===== src/hdl/fov_sector_coverage_marker_defines.svh =====
// Assertion macros for the sector coverage marker.
`ifndef FOV_SECTOR_COVERAGE_MARKER_DEFINES_SVH
`define FOV_SECTOR_COVERAGE_MARKER_DEFINES_SVH
`ifndef SYNTHESIS
// Implication checked at every clock edge outside reset.
`define FSC_ASSERT(lbl, prop) \
  lbl: assert property (@(posedge clk) disable iff (!rst_n) prop) \
    else $error("fsc: assertion failed");
// Condition in one cycle implies a condition in the next.
`define FSC_ASSERT_NEXT(lbl, a, b) \
  lbl: assert property (@(posedge clk) disable iff (!rst_n) (a) |=> (b)) \
    else $error("fsc: assertion failed");
`else
`define FSC_ASSERT(lbl, prop)
`define FSC_ASSERT_NEXT(lbl, a, b)
`endif
`endif


===== src/hdl/fsc_pkg.sv =====
// Types and constants shared by the sector coverage marker modules.
`timescale 1ns / 1ps
package fsc_pkg;

  localparam logic [1:0] OP_MARK  = 2'd0;
  localparam logic [1:0] OP_READ  = 2'd1;
  localparam logic [1:0] OP_CLEAR = 2'd2;
  localparam logic [1:0] OP_NONE  = 2'd3;

  localparam logic [2:0] CFG_GRID_WIDTH     = 3'd0;
  localparam logic [2:0] CFG_GRID_HEIGHT    = 3'd1;
  localparam logic [2:0] CFG_RANGE_CELLS    = 3'd2;
  localparam logic [2:0] CFG_MAX_DIST_SQ    = 3'd3;
  localparam logic [2:0] CFG_HALF_FOV       = 3'd4;
  localparam logic [2:0] CFG_HEADING_OFFSET = 3'd5;

  localparam logic [6:0] COVERED_VALUE = 7'd100;

  localparam int CORDIC_STEPS = 15;
  localparam int CORDIC_XW    = 26;

  localparam logic [15:0] ATAN_BAU [0:CORDIC_STEPS-1] = '{
    16'd8192, 16'd4836, 16'd2555, 16'd1297, 16'd651, 16'd326, 16'd163, 16'd81,
    16'd41, 16'd20, 16'd10, 16'd5, 16'd3, 16'd1, 16'd1
  };

  // Per-cell information carried alongside the bearing pipeline.
  typedef struct packed {
    logic        keep;
    logic        zero;
    logic [16:0] idx;
  } fsc_side_t;

endpackage


===== src/hdl/fsc_cordic.sv =====
// Pipelined CORDIC that finds the bearing of a cell offset in binary angle units.
`timescale 1ns / 1ps
module fsc_cordic import fsc_pkg::*; (
  input  logic              clk,
  input  logic              rst_n,
  input  logic              in_valid,
  input  logic signed [8:0] in_dx,
  input  logic signed [8:0] in_dy,
  input  fsc_side_t         in_side,
  output logic              out_valid,
  output fsc_side_t         out_side,
  output logic [15:0]       out_z
);

  logic signed [CORDIC_XW-1:0] x_r [0:CORDIC_STEPS];
  logic signed [CORDIC_XW-1:0] y_r [0:CORDIC_STEPS];
  logic        [15:0]          z_r [0:CORDIC_STEPS];
  logic                        v_r [0:CORDIC_STEPS];
  fsc_side_t                   s_r [0:CORDIC_STEPS];

  logic signed [8:0] dxn, dyn;
  logic              neg;

  // Vectors in the left half-plane are turned by half a turn first.
  assign neg = in_dx[8];
  assign dxn = neg ? -in_dx : in_dx;
  assign dyn = neg ? -in_dy : in_dy;

  always_ff @(posedge clk) begin
    if (!rst_n) begin
      v_r[0] <= 1'b0;
    end else begin
      v_r[0] <= in_valid;
    end
    x_r[0] <= CORDIC_XW'(dxn) <<< 14;
    y_r[0] <= CORDIC_XW'(dyn) <<< 14;
    z_r[0] <= neg ? 16'h8000 : 16'h0000;
    s_r[0] <= in_side;
  end

  for (genvar i = 0; i < CORDIC_STEPS; i++) begin : g_step
    always_ff @(posedge clk) begin
      if (!rst_n) begin
        v_r[i+1] <= 1'b0;
      end else begin
        v_r[i+1] <= v_r[i];
      end
      if (!y_r[i][CORDIC_XW-1]) begin
        x_r[i+1] <= x_r[i] + (y_r[i] >>> i);
        y_r[i+1] <= y_r[i] - (x_r[i] >>> i);
        z_r[i+1] <= z_r[i] + ATAN_BAU[i];
      end else begin
        x_r[i+1] <= x_r[i] - (y_r[i] >>> i);
        y_r[i+1] <= y_r[i] + (x_r[i] >>> i);
        z_r[i+1] <= z_r[i] - ATAN_BAU[i];
      end
      s_r[i+1] <= s_r[i];
    end
  end

  assign out_valid = v_r[CORDIC_STEPS];
  assign out_side  = s_r[CORDIC_STEPS];
  assign out_z     = z_r[CORDIC_STEPS];

endmodule


===== config.mk =====
export PLATFORM = sky130hd
export DESIGN_NAME = fsc_cordic
export DESIGN_NICKNAME = d
export VERILOG_FILES = /design/src/hdl/fov_sector_coverage_marker_defines.svh /design/src/hdl/fsc_pkg.sv /design/src/hdl/fsc_cordic.sv
export SDC_FILE = /design/constraint.sdc
export NUM_CORES = 2
export LEC_CHECK = 0
export ABC_AREA = 1
export BUFFER_PORTS_ARGS = -buffer_cell sky130_fd_sc_hd__buf_2
export CORE_UTILIZATION = 40
export CTS_CLUSTER_DIAMETER = 30
export CTS_CLUSTER_SIZE = 30
export DETAILED_ROUTE_END_ITERATION = 6
export PLACE_DENSITY_LB_ADDON = 0.1
export SYNTH_ARGS = -nofsm -noshare
export SYNTH_HDL_FRONTEND = slang
export SYNTH_SLANG_ARGS = --single-unit

===== constraint.sdc =====
create_clock -name clk -period 3.2 [get_ports clk]
set_input_delay 0 -clock clk [delete_from_list [all_inputs] [get_ports clk]]
set_output_delay 0 -clock clk [all_outputs]
set_load 0.01 [all_outputs]

==> results.yml <==
outcome:
  status: "complete, no violations"
die:
  start_util: 0.403
  die_y_microns: 423
  coreArea_sq_um: 176000
  die-area_sq_um: 179000
  io_pins: 76
  dieWidth_microns: 423
  rows: 154
sta:
  fin_tns_setup_ns: 0
  hold_violations: 0
  clock.fmax_mhz: 323
  slew_headroom: 0.403
  period_share: 0.966
  rsz0062_at_grt: "yes"
  period_needed_ns: 3.09
  finalMaxSlewViolations: 0
  worst_pin_slew_ns: 0.886
  skew_ns: 0.0773
  setup_violations: 0
global_routing:
  first_global_vias: 63548
  antenna_found_initial: 3
  track_usage: 0.244
  grt_max_degree: 40
  overflow: 0
  grt_pass1_wl_microns: 348000
routing:
  viasPerCell: 5.05
  wl_per_cell_microns: 17.4
  wirelength_microns: 222000
  firstDrtPassIters: 6
  vias: 64592
  drc_errors: 0
  ant_nets: 0
  dr.first_iter.drc_count: 3905
logic_synthesis:
  synthTopCellsByArea: "dfxtp_1 31%, ha_1 14%, nand2_1 10%"
  netlist_instances: 9674
  synth_top_area_frac: 0.310
  async_flop_share: 0
  yosys_warnings: 0
  ys.flop_type: "dfxtp_1"
  synth_top_area_cell: "dfxtp_1"
  syn-num-nets: 10517
  synth-edff-count: 0
  syn_area_sq_um: 70800
  avgSynthCellArea_sq_um: 7.32
  ys_seq_area_frac: 0.310
  synth_seq_cells: 1097
  synth_cell_types: 55
place:
  io_buffers: 74
  dp_hpwl_microns: 184000
  dpl.cell_count: 12216
  place_area_sq_um: 75300
  place_congestion: 0.971
final_layout:
  fin_area_sq_um: 85600
  syn2layout_area_growth_pct: 20.9
  multi_input_area_sq_um: 44500
  final_layout_size_suffix_gt1_frac: 0.0937
  final_core_utilization: 0.486
  regArea_sq_um: 22000
  fin_nets: 11066
  fill_cells: 17618
  final_cells: 12782
flow_run:
  maxCapViolCount: 0
cts:
  clock-sinks: 1097
  cts_buffers: 241
  ctsHtreeMaxLevel: 4
  path_clk_slew_ns: 0.05
  root_buffer: "clkbuf_16"
  tritoncts: "yes"
  cts.path.max_buffers: 3
  insertion_delay_ns: 0.88
worst_setup_path:
  setup.worst_path.start_class: "flip-flop"
  cp.arrival_ns: 3.86
  crit_fanout: 18
  crit_type: "reg -> reg"
  crit_path_end_kind: "flip-flop"
  required_ns: 3.97
min_path:
  hold_path.class: "in -> reg"
worst paths after layout:
kind / from / end / slack (ns) / cells past startpoint
setup / recovery: y_r[0][207] / y_r[1][20] / 0.11 / 16
hold / removal: in_dx[1] / x_r[0][15] / 0.09 / 4
setup reg to reg: y_r[0][207] / y_r[1][20] / 0.11 / 16
hold reg to reg: s_r[0][13] / s_r[0][32] / 0.28 / 0
logic make-up after synthesis:
group	synth area share
simple gates	0.226
compound gates	0.134
buf+inv	0.0712
flops	0.310
xor+xnor	0.113
fa+ha+maj	0.145
other cells	0.0000530
cells in the final DEF, fill, tap and decap left out, types with 32 or more instances in the layout:
| cell type | n |
|---|---|
| nand3_1 | 484 |
| buf_2 | 74 |
| a21oi_1 | 821 |
| nor3_1 | 157 |
| o31ai_1 | 32 |
| clkinv_4 | 33 |
| xor2_1 | 633 |
| dfxtp_1 | 1093 |
| o21bai_1 | 77 |
| inv_6 | 50 |
| a21o_1 | 88 |
| inv_1 | 1188 |
| nor3_2 | 40 |
| nand4_1 | 121 |
| nor2_1 | 936 |
| a31oi_1 | 59 |
| o21ai_0 | 421 |
| nand2_1 | 1955 |
| a21boi_0 | 36 |
| nor4_1 | 36 |
| buf_4 | 235 |
| clkbuf_16 | 241 |
| xnor2_1 | 275 |
| ha_1 | 751 |
| dlygate4sd3_1 | 91 |
metal layers:
metal | share of wire | track usage | wire, microns
met4 | 0.023 | 0.0663 | 5200
met1 | 0.46 | 0.323 | 103000
met3 | 0.047 | 0.0360 | 10500
met2 | 0.47 | 0.411 | 103000
met5 | 0.00045 | 0 | 100
area by class of cell:
type | count | share of cell area
repair buffers | 406 | 0.0368
clock buffers | 272 | 0.0732
flip-flops and latches | 1097 | 0.257
inverters | 1203 | 0.0528
clock inverters | 186 | 0.0262
multi-input cells | 7274 | 0.520
well taps | 2340 | 0.0342
diodes | 4 | 0.000117
Yosys cell counts (31+ instances only):
cell type / n
nand2_1: 1965
inv_1: 1192
dfxtp_1: 1097
nor2_1: 961
a21oi_1: 852
ha_1: 772
xor2_1: 636
nand3_1: 487
o21ai_0: 443
xnor2_1: 278
nor3_1: 198
nand4_1: 121
a21o_1: 88
o21bai_1: 78
a31oi_1: 59
nor4_1: 49
clkbuf_1: 46
a21boi_0: 41
buf_4: 37
o31ai_1: 33
fa_1: 31
state kept, by name (all words and copies together), names as in the netlist:
name	cells
x_r	284
y_r	293
s_r	304
v_r	16
z_r	200
critical path, cell delays in order (launching register included):
cell	delay, ns
dfxtp_1	0.32
clkinv_1	0.31
buf_4	0.33
nand2_1	0.07
o21ai_0	0.23
buf_4	0.24
fa_1	0.46
nand3_1	0.12
nand2_1	0.11
nand2_1	0.08
nand2_1	0.13
nand3_1	0.10
nand2_1	0.15
a21oi_2	0.20
inv_1	0.05
nand2_1	0.06
nand2_1	0.05
per-stage QoR:
stage / hold slack, ns / setup slack (ns)
3_3_place_gp: 0.103 / -0.00829
3_5_place_dp: 0.104 / -0.00374
4_1_cts: 0.00304 / 0.00949
6_report: 0.0871 / 0.108
5_1_grt: 0.0675 / -0.0453
2_1_floorplan: 0.0277 / 0.418
what timing repair did:
item,in CTS,in global routing
buffers inserted,0,13
hold buffers,91,0
endpoints found under the setup margin,2,152
hold endpoints to repair,54,0
pin swaps,0,31
resized for setup,2,202
Power is not shown: default switching activity piles up to over one toggle a cycle in this logic, so the estimate is an artifact.
